--- src/rtl/core/backlight_dimming_ramp_top_macros.svh ---
// Assertion macros shared by the backlight dimming ramp RTL.
`ifndef BACKLIGHT_DIMMING_RAMP_TOP_MACROS_SVH
`define BACKLIGHT_DIMMING_RAMP_TOP_MACROS_SVH

`ifndef SYNTHESIS
`define BDR_ASSERT_IMP(name, ante, cons) \
  name: assert property (@(posedge clk_i) disable iff (!rst_ni) (ante) |-> (cons)) \
    else $error("backlight dimming ramp assertion failed");
`define BDR_ASSERT_NXT(name, ante, cons) \
  name: assert property (@(posedge clk_i) disable iff (!rst_ni) (ante) |=> (cons)) \
    else $error("backlight dimming ramp assertion failed");
`else
`define BDR_ASSERT_IMP(name, ante, cons)
`define BDR_ASSERT_NXT(name, ante, cons)
`endif

`endif

--- src/rtl/core/bdr_pkg.sv ---
// Types, constants and helper functions of the backlight dimming ramp.
`timescale 1ns / 1ps
package bdr_pkg;

  typedef enum logic [1:0] {
    OP_TICK  = 2'd0,
    OP_TOUCH = 2'd1,
    OP_START = 2'd2
  } op_e;

  typedef enum logic [2:0] {
    REG_NORMAL_PCT  = 3'd0,
    REG_REDUCED_PCT = 3'd1,
    REG_IDLE_TENS   = 3'd2,
    REG_NIGHT_START = 3'd3,
    REG_NIGHT_END   = 3'd4,
    REG_NIGHT_EN    = 3'd5,
    REG_IDLE_EN     = 3'd6
  } reg_idx_e;

  localparam logic [7:0]  STEP_MAX         = 8'd8;
  localparam logic [7:0]  DUTY_FULL        = 8'd255;
  localparam logic [6:0]  PCT_FULL         = 7'd100;
  localparam logic [31:0] UPDATE_PERIOD_MS = 32'd16;
  localparam logic [21:0] MS_PER_TEN_S     = 22'd10000;
  // Scale factor: pct * 255 / 100 equals (pct * 1336965) >> 19 for pct below 100.
  localparam logic [27:0] PCT_SCALE        = 28'd1336965;

  localparam logic [6:0]  NORMAL_PCT_RST   = 7'd100;
  localparam logic [6:0]  REDUCED_PCT_RST  = 7'd20;
  localparam logic [7:0]  IDLE_TENS_RST    = 8'd6;
  localparam logic [4:0]  NIGHT_START_RST  = 5'd22;
  localparam logic [4:0]  NIGHT_END_RST    = 5'd6;

  function automatic logic [7:0] pct_to_duty(input logic [6:0] pct);
    logic [27:0] prod;
    prod = 28'(pct) * PCT_SCALE;
    if (pct >= PCT_FULL) begin
      return DUTY_FULL;
    end
    return prod[26:19];
  endfunction

  function automatic logic [21:0] idle_limit(input logic [7:0] tens);
    return 22'(tens) * MS_PER_TEN_S;
  endfunction

endpackage

--- src/rtl/core/backlight_dimming_ramp_top.sv ---
// Backlight dimming ramp: request handling, duty ramp and configuration registers.
// Input requests carry an operation (tick, touch or start), a millisecond
// timestamp and the local hour; each request yields exactly one result that
// holds the duty after the request and a flag telling whether it changed.
// Both channels use valid and stall; a request moves when valid is high and
// stall is low. A request is first captured in an input register; once the
// result register can advance, the duty logic runs and writes the state and
// the result register, from which the result is offered.
// One request per cycle is sustained while the receiver does not stall; the
// only loop is the duty and timestamp state, updated in the same cycle as the result.
// While the receiver stalls, the result register holds and the input register
// still takes one more request, after which in_stall_o rises.
// Reset zeroes the duty and both timestamps and loads the register defaults.
// Registers are written through the APB-style port at byte address 4*index; the
// user must write them only while no request is in flight, which the block does
// not enforce. Scaled duty levels and the idle limit update at their register's edge.
`timescale 1ns / 1ps
module backlight_dimming_ramp_top (
  input  logic        clk_i,
  input  logic        rst_ni,
  input  logic        in_valid_i,
  output logic        in_stall_o,
  input  logic [1:0]  operation_i,
  input  logic [31:0] now_ms_i,
  input  logic [4:0]  hour_of_day_i,
  output logic        out_valid_o,
  input  logic        out_stall_i,
  output logic [7:0]  duty_o,
  output logic        duty_changed_o,
  input  logic        psel,
  input  logic        penable,
  input  logic        pwrite,
  input  logic [4:0]  paddr,
  input  logic [31:0] pwdata,
  output logic [31:0] prdata,
  output logic        pready
);
  import bdr_pkg::*;

  `include "backlight_dimming_ramp_top_macros.svh"

  logic [6:0]  normal_pct_q;
  logic [6:0]  reduced_pct_q;
  logic [7:0]  idle_tens_q;
  logic [4:0]  night_start_q;
  logic [4:0]  night_end_q;
  logic        night_en_q;
  logic        idle_en_q;

  logic [7:0]  normal_duty_q;
  logic [7:0]  reduced_duty_q;
  logic [21:0] idle_limit_q;

  logic        in_valid_q;
  op_e         op_q;
  logic [31:0] now_q;
  logic [4:0]  hour_q;

  logic        out_valid_q;
  logic [7:0]  duty_q;
  logic        duty_changed_q;

  logic [7:0]  cur_duty_q;
  logic [7:0]  cur_duty_d;
  logic [31:0] last_touch_q;
  logic [31:0] last_touch_d;
  logic [31:0] last_update_q;
  logic [31:0] last_update_d;

  logic        cfg_wr;
  reg_idx_e    cfg_idx;
  logic        out_adv;
  logic        proc;
  logic        in_acc;
  logic        tick_due;
  logic        in_night;
  logic        idle_out;
  logic        dim;
  logic [31:0] since_update;
  logic [31:0] since_touch;
  logic [7:0]  target;
  logic [7:0]  ramped;

  assign pready  = 1'b1;
  assign cfg_wr  = psel && penable && pwrite;
  assign cfg_idx = reg_idx_e'(paddr[4:2]);

  always_comb begin
    prdata = '0;
    unique case (cfg_idx)
      REG_NORMAL_PCT:  prdata = 32'(normal_pct_q);
      REG_REDUCED_PCT: prdata = 32'(reduced_pct_q);
      REG_IDLE_TENS:   prdata = 32'(idle_tens_q);
      REG_NIGHT_START: prdata = 32'(night_start_q);
      REG_NIGHT_END:   prdata = 32'(night_end_q);
      REG_NIGHT_EN:    prdata = 32'(night_en_q);
      REG_IDLE_EN:     prdata = 32'(idle_en_q);
      default:         prdata = '0;
    endcase
  end

  always_ff @(posedge clk_i or negedge rst_ni) begin
    if (!rst_ni) begin
      normal_pct_q   <= NORMAL_PCT_RST;
      reduced_pct_q  <= REDUCED_PCT_RST;
      idle_tens_q    <= IDLE_TENS_RST;
      night_start_q  <= NIGHT_START_RST;
      night_end_q    <= NIGHT_END_RST;
      night_en_q     <= 1'b0;
      idle_en_q      <= 1'b0;
      normal_duty_q  <= pct_to_duty(NORMAL_PCT_RST);
      reduced_duty_q <= pct_to_duty(REDUCED_PCT_RST);
      idle_limit_q   <= idle_limit(IDLE_TENS_RST);
    end else begin
      if (cfg_wr) begin
        unique case (cfg_idx)
          REG_NORMAL_PCT: begin
            normal_pct_q  <= pwdata[6:0];
            normal_duty_q <= pct_to_duty(pwdata[6:0]);
          end
          REG_REDUCED_PCT: begin
            reduced_pct_q  <= pwdata[6:0];
            reduced_duty_q <= pct_to_duty(pwdata[6:0]);
          end
          REG_IDLE_TENS: begin
            idle_tens_q  <= pwdata[7:0];
            idle_limit_q <= idle_limit(pwdata[7:0]);
          end
          REG_NIGHT_START: night_start_q <= pwdata[4:0];
          REG_NIGHT_END:   night_end_q   <= pwdata[4:0];
          REG_NIGHT_EN:    night_en_q    <= pwdata[0];
          REG_IDLE_EN:     idle_en_q     <= pwdata[0];
          default: ;
        endcase
      end
    end
  end

  assign out_adv    = !out_valid_q || !out_stall_i;
  assign proc       = in_valid_q && out_adv;
  assign in_stall_o = in_valid_q && !out_adv;
  assign in_acc     = in_valid_i && !in_stall_o;

  assign since_update = now_q - last_update_q;
  assign since_touch  = now_q - last_touch_q;
  assign tick_due     = since_update >= UPDATE_PERIOD_MS;

  always_comb begin
    if (night_start_q == night_end_q) begin
      in_night = 1'b0;
    end else if (night_start_q < night_end_q) begin
      in_night = (hour_q >= night_start_q) && (hour_q < night_end_q);
    end else begin
      in_night = (hour_q >= night_start_q) || (hour_q < night_end_q);
    end
  end

  assign idle_out = since_touch >= 32'(idle_limit_q);
  assign dim      = (night_en_q && in_night) || (idle_en_q && idle_out);
  assign target   = dim ? reduced_duty_q : normal_duty_q;

  always_comb begin
    if (target > cur_duty_q) begin
      ramped = ((target - cur_duty_q) > STEP_MAX) ? cur_duty_q + STEP_MAX : target;
    end else if (cur_duty_q > target) begin
      ramped = ((cur_duty_q - target) > STEP_MAX) ? cur_duty_q - STEP_MAX : target;
    end else begin
      ramped = cur_duty_q;
    end
  end

  always_comb begin
    cur_duty_d    = cur_duty_q;
    last_touch_d  = last_touch_q;
    last_update_d = last_update_q;
    unique case (op_q)
      OP_TICK: begin
        if (tick_due) begin
          cur_duty_d    = ramped;
          last_update_d = now_q;
        end
      end
      OP_TOUCH: begin
        last_touch_d = now_q;
      end
      OP_START: begin
        cur_duty_d   = normal_duty_q;
        last_touch_d = now_q;
      end
      default: ;
    endcase
  end

  always_ff @(posedge clk_i or negedge rst_ni) begin
    if (!rst_ni) begin
      in_valid_q    <= 1'b0;
      out_valid_q   <= 1'b0;
      cur_duty_q    <= '0;
      last_touch_q  <= '0;
      last_update_q <= '0;
    end else begin
      if (in_acc) begin
        in_valid_q <= 1'b1;
      end else if (proc) begin
        in_valid_q <= 1'b0;
      end
      if (proc) begin
        out_valid_q   <= 1'b1;
        cur_duty_q    <= cur_duty_d;
        last_touch_q  <= last_touch_d;
        last_update_q <= last_update_d;
      end else if (!out_stall_i) begin
        out_valid_q <= 1'b0;
      end
    end
  end

  always_ff @(posedge clk_i) begin
    if (in_acc) begin
      op_q   <= op_e'(operation_i);
      now_q  <= now_ms_i;
      hour_q <= hour_of_day_i;
    end
    if (proc) begin
      duty_q         <= cur_duty_d;
      duty_changed_q <= cur_duty_d != cur_duty_q;
    end
  end

  assign out_valid_o    = out_valid_q;
  assign duty_o         = duty_q;
  assign duty_changed_o = duty_changed_q;

  `BDR_ASSERT_NXT(a_proc_gives_result, proc, out_valid_o)
  `BDR_ASSERT_NXT(a_changed_flag, proc, duty_changed_o == (duty_o != $past(cur_duty_q)))
  `BDR_ASSERT_NXT(a_early_tick_holds, proc && (op_q == OP_TICK) && !tick_due, !duty_changed_o)
  `BDR_ASSERT_IMP(a_stall_needs_item, in_stall_o, in_valid_q && out_valid_q)

endmodule
--- config.mk ---
export PLATFORM = sky130hd
export DESIGN_NAME = backlight_dimming_ramp_top
export DESIGN_NICKNAME = d
export VERILOG_FILES = /design/src/rtl/core/bdr_pkg.sv /design/src/rtl/core/backlight_dimming_ramp_top.sv
export VERILOG_INCLUDE_DIRS = /design/src /design/src/rtl/core
export SDC_FILE = /design/constraint.sdc
export NUM_CORES = 1
export LEC_CHECK = 0
export BUFFER_PORTS_ARGS = -buffer_cell sky130_fd_sc_hd__buf_2
export CORE_ASPECT_RATIO = 0.9
export CORE_MARGIN = 10
export CORE_UTILIZATION = 45
export CTS_CLUSTER_SIZE = 8
export DETAILED_ROUTE_END_ITERATION = 12
export SLEW_MARGIN = 30
export SYNTH_ARGS = -nofsm -noshare
export SYNTH_HDL_FRONTEND = slang
export SYNTH_SLANG_ARGS = --single-unit
--- constraint.sdc ---
create_clock -name clk_i -period 12.6 [get_ports clk_i]
set_input_delay 1.89 -clock clk_i [delete_from_list [all_inputs] [get_ports clk_i]]
set_output_delay 1.89 -clock clk_i [all_outputs]
set_load 0.02 [all_outputs]
==> results of run 1 <==
==> worst paths after layout <==
kind	to	slack (ns)	depth (start not counted)
worst max-delay path	duty_changed_o$_DFFE_PP_	3.21	36
worst min-delay path	idle_limit_q[13]$_DFFE_PN1P_	0.48	2
worst max register to register	duty_changed_o$_DFFE_PP_	3.21	36
worst min register to register	idle_limit_q[13]$_DFFE_PN1P_	0.48	2
max in group asynchronous	idle_tens_q[3]$_DFFE_PN0P_	10.06	2
min in group asynchronous	last_update_q[24]$_DFFE_PN0P_	1.46	1
==> final cells by class <==
type | instances | area share [%]
sequential | 186 | 28.7
multi-input combinational | 1290 | 57.7
clock buffer | 20 | 2.60
tap | 469 | 3.41
inverter | 215 | 4.69
timing repair buffer | 81 | 2.50
clock inverter | 11 | 0.494
==> sequential cells by signal (all words and copies together) (netlist names), 2 cells and up <==
| register | flops |
|---|---|
| last_touch_q | 32 |
| idle_tens_q | 8 |
| normal_pct_q | 7 |
| normal_duty_q | 8 |
| last_update_q | 32 |
| cur_duty_q | 8 |
| hour_q | 5 |
| now_q | 32 |
| duty_o | 8 |
| reduced_duty_q | 8 |
| night_start_q | 5 |
| idle_limit_q | 14 |
| reduced_pct_q | 7 |
| night_end_q | 5 |
| op_q | 2 |
==> metrics by stage <==
step	cells	worst slack (ns)	util [%]	area (um^2)	total power [mW]
floorplan	1764	4.59	-	16100	2.38
detailed placement	2241	3.02	47.5	16700	2.81
global route	2272	2.45	49.0	17200	3.65
global placement	2241	2.92	47.4	16700	2.78
finish	2272	3.21	49.0	17200	3.34
CTS	2272	2.93	49.0	17200	3.34
==> cell usage after synthesis, drive strengths merged, types with 12 or more instances <==
cell type / instances
o21ai: 125
ha: 211
edfxtp: 48
fa: 28
o211ai: 16
mux2i: 19
a31oi: 16
clkbuf: 34
nand3: 39
a22oi: 15
xnor2: 35
nand4: 20
mux2: 87
or2: 12
buf: 39
xor2: 20
dfrtp: 109
nand2b: 20
nor3: 19
o21a: 18
nor2b: 14
a21oi: 135
inv: 214
nor2: 91
dfstp: 29
a21o: 27
nand2: 131
o21bai: 21
==> placed cells by master, fill, tap and decap left out, drive strengths merged, types with 48 or more instances in the layout <==
cell type	count
dfrtp	109
ha	211
nand2	131
o21ai	125
mux2	87
inv	221
buf	81
a21oi	135
edfxtp	48
nor2	91
==> cells by family (layout without fill, tap and decap cells) <==
family / count (synthesis) / in the layout / synth area share, %
simple gates: 403 / 403 / 12.5
fa+ha+maj: 240 / 240 / 20.0
xor+xnor: 55 / 55 / 3.00
compound gates: 460 / 460 / 18.2
mux: 107 / 107 / 7.50
buf+inv: 288 / 327 / 7.99
flops: 186 / 186 / 30.7
other cells: 2 / 25 / 0.0468
==> where the power goes <==
part | switching [mW] | internal (mW)
clock network | 0.248 | 0.259
registers | 0.131 | 0.791
logic | 1.11 | 0.794
total | 1.49 | 1.84
==> layer usage <==
| metal | part of all wire (%) | GRT usage, % | vias up |
|---|---|---|---|
| li1 | - | - | 6249 |
| met1 | 50 | 25.9 | 6033 |
| met2 | 44 | 28.4 | 244 |
| met3 | 4.9 | 3.73 | 32 |
| met4 | 1.2 | 4.21 | 0 |
| met5 | 0 | 0 | - |
==> worst max-delay path, delay by kind of cell, from the launching register on <==
| family | cells | cell delay (ns) |
|---|---|---|
| buffers and inverters | 3 | 0.24 |
| flip-flops | 1 | 0.32 |
| XOR/XNOR | 1 | 0.19 |
| AO/OA/AOI/OAI | 16 | 3.91 |
| adder cells (fa/ha/maj) | 5 | 1.53 |
| multiplexers | 1 | 0.36 |
| AND/OR/NAND/NOR | 10 | 2.55 |
==> flow_summary.ini, run 1 <==
[status]
outcome = complete, no violations

[die]
die-area_um2 = 43600
fp.coreArea_um2 = 35100
fp.dieW_um = 219
pin_count = 127
row_count = 65
initial_utilization_pct = 45.7
die_height_um = 199

[critical_path]
timing.critical_path.slowest_cell_delay_ns = 0.51
critical_path.slowest_cell = sky130_fd_sc_hd__or4_4
critical_path.reg2reg.startpoint = now_q[0]$_DFFE_PP_
crit_path_max_fanout = 16
cp.required_ns = 12.80
worstSetupStartpointType = flip-flop
worstSetupPathType = reg2reg
critical_path.most_common_cell = sky130_fd_sc_hd__a21oi_1
worst_setup_path_end_kind = flip-flop
timing.critical_path.arrival_ns = 9.60
critical_path.startpoint = now_q[0]$_DFFE_PP_

[drt]
drc = 0
finalWirelength_um = 39800
via_count = 12600
ant_nets = 0
post_drt_via_cell_ratio = 5.53
firstDrtPassIters = 5
avgRoutedWirePerCell_um = 17.5
drt_first_iter_violations = 854

[yosys]
synth_enable_flop_cells = 48
ys_seq_area_share_pct = 30.7
mappedNetlistArea_um2 = 16000
synth_flop_cell = sky130_fd_sc_hd__dfrtp_1
synth.top_cells.by_area = sky130_fd_sc_hd__dfrtp_1, sky130_fd_sc_hd__ha_1, sky130_fd_sc_hd__edfxtp_1
synth_cells = 1741
ys_async_sr_fraction_pct = 74.2
netlist-cell-type-count = 100
synthesis.area_per_instance_um2 = 9.22
yosysTopAreaCell = sky130_fd_sc_hd__dfrtp_1
ys_ff_latch = 186
netlist.area_leader.share_pct = 17.0
synth-warning-count = 0

[clock_tree]
clock_tree.buffer_depth = 2
cts_setup_buffers = 0
htreeDepth = 4
clk-insertion-delay-late_ns = 0.47
cts-resized-gates = 0
clock_tree_from_tritoncts = done
cts_root_buffer = sky130_fd_sc_hd__clkbuf_16
clkSinkCount = 186
cts.reportedPaths.clkPinSlew_ns = 0.08
ctsHoldBuffers = 0
cts_inserted_buffers = 17

[layout]
regArea_um2 = 4930
area.growth.synth_to_final_pct = 7.27
multiInputGateArea_um2 = 9920
n_antenna_cell = 0
final_nets = 2113
final.fill_count = 3411
layout-drive-gt1-share_pct = 15.0

[timing]
max_slew_margin_pct = 40.5
final.setup_skew_ns = 0.0111
drv_slew = 0
fmax_mhz = 106
fin_crit_ns = 9.39
setup_violations_final = 0
timing_hold_violations_final = 0
total_negative_setup_slack_ns = 0
whs_ns = 0.483
final_min_period_over_clock_period_pct = 74.5
tightest_pin_transition_ns = 0.893
grt_setup_unrepaired = no

[pwr]
vdd_ir_drop_max_uv = 108
p_per_area_nw_per_um2 = 194
power_leakage_nw = 8.07

[global_routing]
grt-ovfl-total = 0
antenna_found_initial = 1
wire_length_of_the_first_global_routing_pass_um = 64600
track_usage_pct = 18.4
via_count_of_the_first_global_routing_pass = 12100
grt_start_max_net_pins = 73

[place]
gpl.final_weighted_congestion = 0.875
io_buffer_count = 75
dpl.hpwl_um = 30900

[job]
cap_violations = 0

[hold_path]
holdCritPathClass = reg2reg
hold_sp = idle_limit_q[13]$_DFFE_PN1P_
No activity file was read; power rests on OpenSTA's default activity.
==> run 2, diff against run 1 <==
ABC_AREA = 1   (was default)
clock period = 7.6 ns   (was 12.6 ns; I/O delays follow)
==> run 2 against run 1 <==
- register-to-register slack worse by 2.3 ns
- worst setup slack lost 2.3 ns
- largest power group unchanged
- via count increased by 16%
- cell count increased by 26%
- area after synthesis grew 4.0%
- die area grew 3.7%
- first-iteration DRC count increased by 32%
- largest cell class unchanged
- combinational power up 84%
- power increased by 77%
- critical path type unchanged
==> flow_summary.ini, run 2 <==
[drt]
avgRoutedWirePerCell_um = 15.6
ant_nets = 0
finalWirelength_um = 44800
post_drt_via_cell_ratio = 5.09
drt_first_iter_violations = 1124
via_count = 14600
firstDrtPassIters = 6
drc = 0

[clock_tree]
clock_tree_from_tritoncts = done
cts_setup_buffers = 0
cts_root_buffer = sky130_fd_sc_hd__clkbuf_16
clk-insertion-delay-late_ns = 0.46
clkSinkCount = 186
cts-resized-gates = 0
cts.reportedPaths.clkPinSlew_ns = 0.07
htreeDepth = 4
ctsHoldBuffers = 0
clock_tree.buffer_depth = 2
cts_inserted_buffers = 17

[yosys]
ys_seq_area_share_pct = 29.5
netlist-cell-type-count = 54
mappedNetlistArea_um2 = 16700
netlist.area_leader.share_pct = 16.3
synth.top_cells.by_area = sky130_fd_sc_hd__dfrtp_1, sky130_fd_sc_hd__ha_1, sky130_fd_sc_hd__nand2_1
yosysTopAreaCell = sky130_fd_sc_hd__dfrtp_1
ys_ff_latch = 186
yosysMostFrequentCell = sky130_fd_sc_hd__nand2_1
synth_flop_cell = sky130_fd_sc_hd__dfrtp_1
synth.cells.most_frequent = sky130_fd_sc_hd__nand2_1, sky130_fd_sc_hd__inv_1, sky130_fd_sc_hd__ha_1
synth_enable_flop_cells = 48
synthesis.area_per_instance_um2 = 7.23
synth-warning-count = 0
ys_async_sr_fraction_pct = 74.2
synth_cells = 2310

[timing]
postLayoutSetupSlackWorst_ns = 0.884
final.setup_skew_ns = 0.00955
total_negative_setup_slack_ns = 0
tightest_pin_transition_ns = 0.964
timing_hold_violations_final = 0
drv_slew = 0
setup_violations_final = 0
fmax_mhz = 149
fin_crit_ns = 6.72
grt_setup_unrepaired = no
max_slew_margin_pct = 35.3
final_min_period_over_clock_period_pct = 88.4

[global_routing]
via_count_of_the_first_global_routing_pass = 13900
grt-busiest-layer = met1
grt_start_max_net_pins = 72
track_usage_pct = 19.9
wire_length_of_the_first_global_routing_pass_um = 73700
grt.met3_usage_pct = 4.35
antenna_found_initial = 1
use_met1_pct = 29.7
met2_usage_pct = 28.3
grt-ovfl-total = 0

[layout]
final_common_cell = sky130_fd_sc_hd__nand2_1
area.growth.synth_to_final_pct = 8.20
final_cells = 2867
final_cell_mix = sky130_fd_sc_hd__nand2_1, sky130_fd_sc_hd__inv_1, sky130_fd_sc_hd__ha_1
utilization_pct = 49.6
layout-drive-gt1-share_pct = 8.66
final.fill_count = 3672
fin_area_um2 = 18100
final_nets = 2699
largest_registers = last_touch_q (32), last_update_q (32), now_q (32)

[critical_path]
worstSetupPathType = reg2reg
critical_path.slowest_cell = sky130_fd_sc_hd__edfxtp_1
worst_setup_path_end_kind = flip-flop
regToRegSetupSlack_ns = 0.88
timing.critical_path.slowest_cell_delay_ns = 0.46
critical_path.reg2reg.endpoint = duty_changed_o$_DFFE_PP_
worstSetupStartpointType = flip-flop
critical_path.most_common_cell = sky130_fd_sc_hd__nand2_1
timing.critical_path.arrival_ns = 6.93
critical_path.reg2reg.startpoint = now_q[2]$_DFFE_PP_
setup.worst_path.end = duty_changed_o$_DFFE_PP_
crit_path_max_fanout = 9
critical_path.startpoint = now_q[2]$_DFFE_PP_
cp.required_ns = 7.81
worstRegToRegCells = 45

[die]
pin_count = 127
fp.coreArea_um2 = 36400
fp.dieW_um = 223
initial_utilization_pct = 45.8
row_count = 66
die-area_um2 = 45200
die_height_um = 203

[pwr]
power_leakage_nw = 9.64
p_per_area_nw_per_um2 = 326
vdd_ir_drop_max_uv = 171

[job]
cap_violations = 0

[place]
gpl.final_weighted_congestion = 0.977
io_buffer_count = 75
dpl.hpwl_um = 36700
dpl.cell_count = 2834
dpl-instance-area_um2 = 17500
worst_setup_slack_before_clock_tree_synthesis_ns = 0.976

[status]
outcome = complete, no violations

[hold_path]
holdCritPathClass = reg2reg
run 2: cell types whose count changed in the layout (fill, tap and decap cells not counted), sizes merged, moves of 20 or more:
cell and change:
nor2 +55, mux2 -84, inv +222, nand2 +514, nand3 +70, o21ai +47, a21o -24, nand2b -20
run 2: layer usage:
metal | share of wire [%] | vias to the layer above
met5 | 0 | -
met1 | 52 | 6730
li1 | - | 7500
met4 | 1.2 | 0
met2 | 40 | 343
met3 | 6.2 | 27
run 2: worst min-delay path by stage:
stage	from	endpoint	slack (ns)	cells after the start
2_1_floorplan	in_valid_q$_DFFE_PN0P_	out_valid_o$_DFFE_PN0P_	0.43	2
3_3_place_gp	in_valid_q$_DFFE_PN0P_	out_valid_o$_DFFE_PN0P_	0.46	2
3_5_place_dp	in_valid_q$_DFFE_PN0P_	out_valid_o$_DFFE_PN0P_	0.47	2
4_1_cts	reduced_duty_q[0]$_DFFE_PN1P_	reduced_duty_q[0]$_DFFE_PN1P_	0.49	2
5_1_grt	last_touch_q[8]$_DFFE_PN0P_	last_touch_q[8]$_DFFE_PN0P_	0.51	2
6_report	in_valid_q$_DFFE_PN0P_	out_valid_o$_DFFE_PN0P_	0.48	2
run 2: logic make-up (layout without fill, tap and decap cells):
logic type      count (synthesis)  after routing  share of synthesized area (%)
mux                             3              3                          0.202
simple gates                  975            975                           24.8
fa+ha+maj                     240            240                           19.2
other cells                     2             26                         0.0450
xor+xnor                       47             47                           2.47
flops                         186            186                           29.5
compound gates                363            363                           12.0
buf+inv                       494            551                           11.7
run 2: layout make-up:
cell class,instances,area [um^2],share of cell area (%)
Tap cell,476,596,3.30
Multi-Input combinational cell,1653,9910,54.9
Antenna cell,1,2.50,0.0139
Inverter,439,1650,9.12
Clock buffer,20,447,2.47
Clock inverter,12,108,0.596
Sequential cell,186,4930,27.3
Timing Repair Buffer,80,423,2.34
run 2: metrics by stage:
stage / total power [mW] / hold WS, ns
4_1_cts: 5.89 / 0.487
3_5_place_dp: 4.99 / 0.467
3_3_place_gp: 4.93 / 0.459
6_report: 5.90 / 0.485
2_1_floorplan: 4.13 / 0.433
5_1_grt: 6.52 / 0.507
run 2: where the power goes:
group / switching (mW) / internal, mW
clock network: 0.437 / 0.439
registers: 0.175 / 1.32
logic: 2.28 / 1.24
total: 2.89 / 3.00
run 2: critical path, delay by kind of cell (launching register included):
family	cells	cell delay, ns
buf+inv	4	0.32
simple gates	31	3.40
flops	1	0.46
xor+xnor	2	0.30
fa+ha+maj	3	1.10
compound gates	5	0.90
==> run 3, diff against run 2 <==
ABC_AREA = 0   (was 1)
PLACE_DENSITY = 0.65   (was default)
==> run 3 against run 2 <==
- highest routed layer unchanged
- the flow now finishes with violations (setup timing)
- core utilization grew 4.0 points
- die area shrank 3.5%
- combinational power grew 14%
- non-clock buffer count grew 152
- power grew 9.5%
- global-route usage shrank 0.47 points
- clock-buffer cell count grew 3
- first-iteration DRC count shrank 17%
- final area grew 4.3%
- clock power grew 5.4%
- cell count shrank 15%
==> flow_summary.ini, run 3 (same netlist as run 1, synthesis figures left out) <==
[drt]
ant_nets = 0
avgRoutedWirePerCell_um = 17.4
drt_first_iter_violations = 930
post_drt_via_cell_ratio = 5.51
firstDrtPassIters = 5
drc = 0
finalWirelength_um = 42300
via_count = 13400

[clock_tree]
cts.reportedPaths.clkPinSlew_ns = 0.08
clock_tree.buffer_depth = 2
htreeDepth = 4
cts_root_buffer = sky130_fd_sc_hd__clkbuf_16
clkSinkCount = 186
clk-insertion-delay-late_ns = 0.47
clock_tree_from_tritoncts = done
cts_inserted_buffers = 17
ctsHoldBuffers = 0

[place]
gpl.final_weighted_congestion = 0.911
worst_setup_slack_before_clock_tree_synthesis_ns = -0.743
dpl.cell_count = 2380
io_buffer_count = 75
dpl-instance-area_um2 = 17800
dpl.hpwl_um = 32800

[critical_path]
worst_setup_path_end_kind = flip-flop
worstSetupStartpointType = flip-flop
cp.required_ns = 7.81
timing.critical_path.slowest_cell_delay_ns = 0.45
crit_path_max_fanout = 13
critical_path.slowest_cell = sky130_fd_sc_hd__or3_1
worstSetupPathType = reg2reg
timing.critical_path.arrival_ns = 7.94

[status]
failed_checks = setup timing
outcome = finished with violations

[global_routing]
via_count_of_the_first_global_routing_pass = 13000
track_usage_pct = 19.4
grt_start_max_net_pins = 76
grt-ovfl-total = 0
antenna_found_initial = 2
wire_length_of_the_first_global_routing_pass_um = 68000

[timing]
final.setup_skew_ns = 0.0126
whs_ns = 0.477
total_negative_setup_slack_ns = -0.134
postLayoutSetupSlackWorst_ns = -0.134
fmax_mhz = 129
setup_violations_final = 1
final_min_period_over_clock_period_pct = 102
tightest_pin_transition_ns = 0.884
timing_hold_violations_final = 0
grt_setup_unrepaired = yes
drv_slew = 0
max_slew_margin_pct = 41.1
fin_crit_ns = 7.73

[layout]
final_cells = 2425
layout-drive-gt1-share_pct = 24.8
final.fill_count = 3177
area.growth.synth_to_final_pct = 17.5
fin_area_um2 = 18800
final_common_cell = sky130_fd_sc_hd__inv_1
final_cell_mix = sky130_fd_sc_hd__inv_1, sky130_fd_sc_hd__ha_1, sky130_fd_sc_hd__buf_4
final_nets = 2264
utilization_pct = 53.6
largest_registers = last_touch_q (32), last_update_q (32), now_q (32)

[die]
fp.dieW_um = 219
fp.coreArea_um2 = 35100
die_height_um = 199
pin_count = 127
row_count = 65
initial_utilization_pct = 45.7
die-area_um2 = 43600

[job]
cap_violations = 0

[pwr]
p_per_area_nw_per_um2 = 342
power_leakage_nw = 8.90
vdd_ir_drop_max_uv = 215
power_mw = 6.45

[hold_path]
holdCritPathClass = reg2reg
==> run 3: changes by cell type in the layout (fill, tap and decap cells not counted), moves of 20 or more <==
cell / delta
sky130_fd_sc_hd__a21o_1: +23
sky130_fd_sc_hd__buf_4: +145
sky130_fd_sc_hd__inv_1: -225
sky130_fd_sc_hd__mux2_2: +79
sky130_fd_sc_hd__nand2_1: -491
sky130_fd_sc_hd__nand2_2: -20
sky130_fd_sc_hd__nand2b_1: +20
sky130_fd_sc_hd__nand3_1: -66
sky130_fd_sc_hd__nor2_1: -43
sky130_fd_sc_hd__o21ai_0: -59
==> run 3: critical path: cells and delay by family (launching register included) <==
kind	cells	cell delay [ns]
AO/OA/AOI/OAI	13	2.70
XOR/XNOR	1	0.18
adder cells (fa/ha/maj)	3	0.76
buffers and inverters	5	0.70
flip-flops	1	0.41
multiplexers	1	0.25
AND/OR/NAND/NOR	11	2.43
==> run 3: worst paths after layout <==
check	end	start	depth (start not counted)	slack [ns]
max in group asynchronous	normal_pct_q[4]$_DFFE_PN0P_	rst_ni	2	5.57
min in group asynchronous	last_update_q[25]$_DFFE_PN0P_	rst_ni	1	0.68
setup / recovery	duty_changed_o$_DFFE_PP_	last_touch_q[0]$_DFFE_PN0P_	34	-0.13
hold / removal	idle_limit_q[13]$_DFFE_PN1P_	idle_limit_q[13]$_DFFE_PN1P_	2	0.48
hold reg to reg	idle_limit_q[13]$_DFFE_PN1P_	idle_limit_q[13]$_DFFE_PN1P_	2	0.48
setup reg to reg	duty_changed_o$_DFFE_PP_	last_touch_q[0]$_DFFE_PN0P_	34	-0.13
==> run 3: power breakdown <==
group          leakage, nW  switching, mW  internal, mW
clock network        0.300          0.422         0.501
logic                 6.51           2.13          1.86
registers             2.09          0.224          1.31
total                 8.90           2.78          3.67
==> run 3: final cells by class <==
cell class / instances / area [um^2] / area share, %
multi-input combinational: 1290 / 10300 / 54.8
sequential: 186 / 4930 / 26.2
timing repair buffer: 232 / 1590 / 8.44
inverter: 215 / 813 / 4.32
tap: 469 / 587 / 3.11
clock buffer: 23 / 533 / 2.83
clock inverter: 9 / 70.1 / 0.372
antenna: 1 / 2.50 / 0.0133
==> run 3: routing by layer <==
metal	vias to the layer above	part of all wire [%]	GRT usage [%]
li1	6560	-	-
met1	6478	47	26.4
met2	291	46	31.0
met3	43	5.1	3.79
met4	0	1.4	4.87
met5	-	0	0
==> run 3: timing repair <==
item	in CTS	in global routing
endpoints found under the hold margin	0	0
gates resized for setup	43	45
buffers inserted	9	4
pin swaps	32	23
setup endpoints to repair	17	17
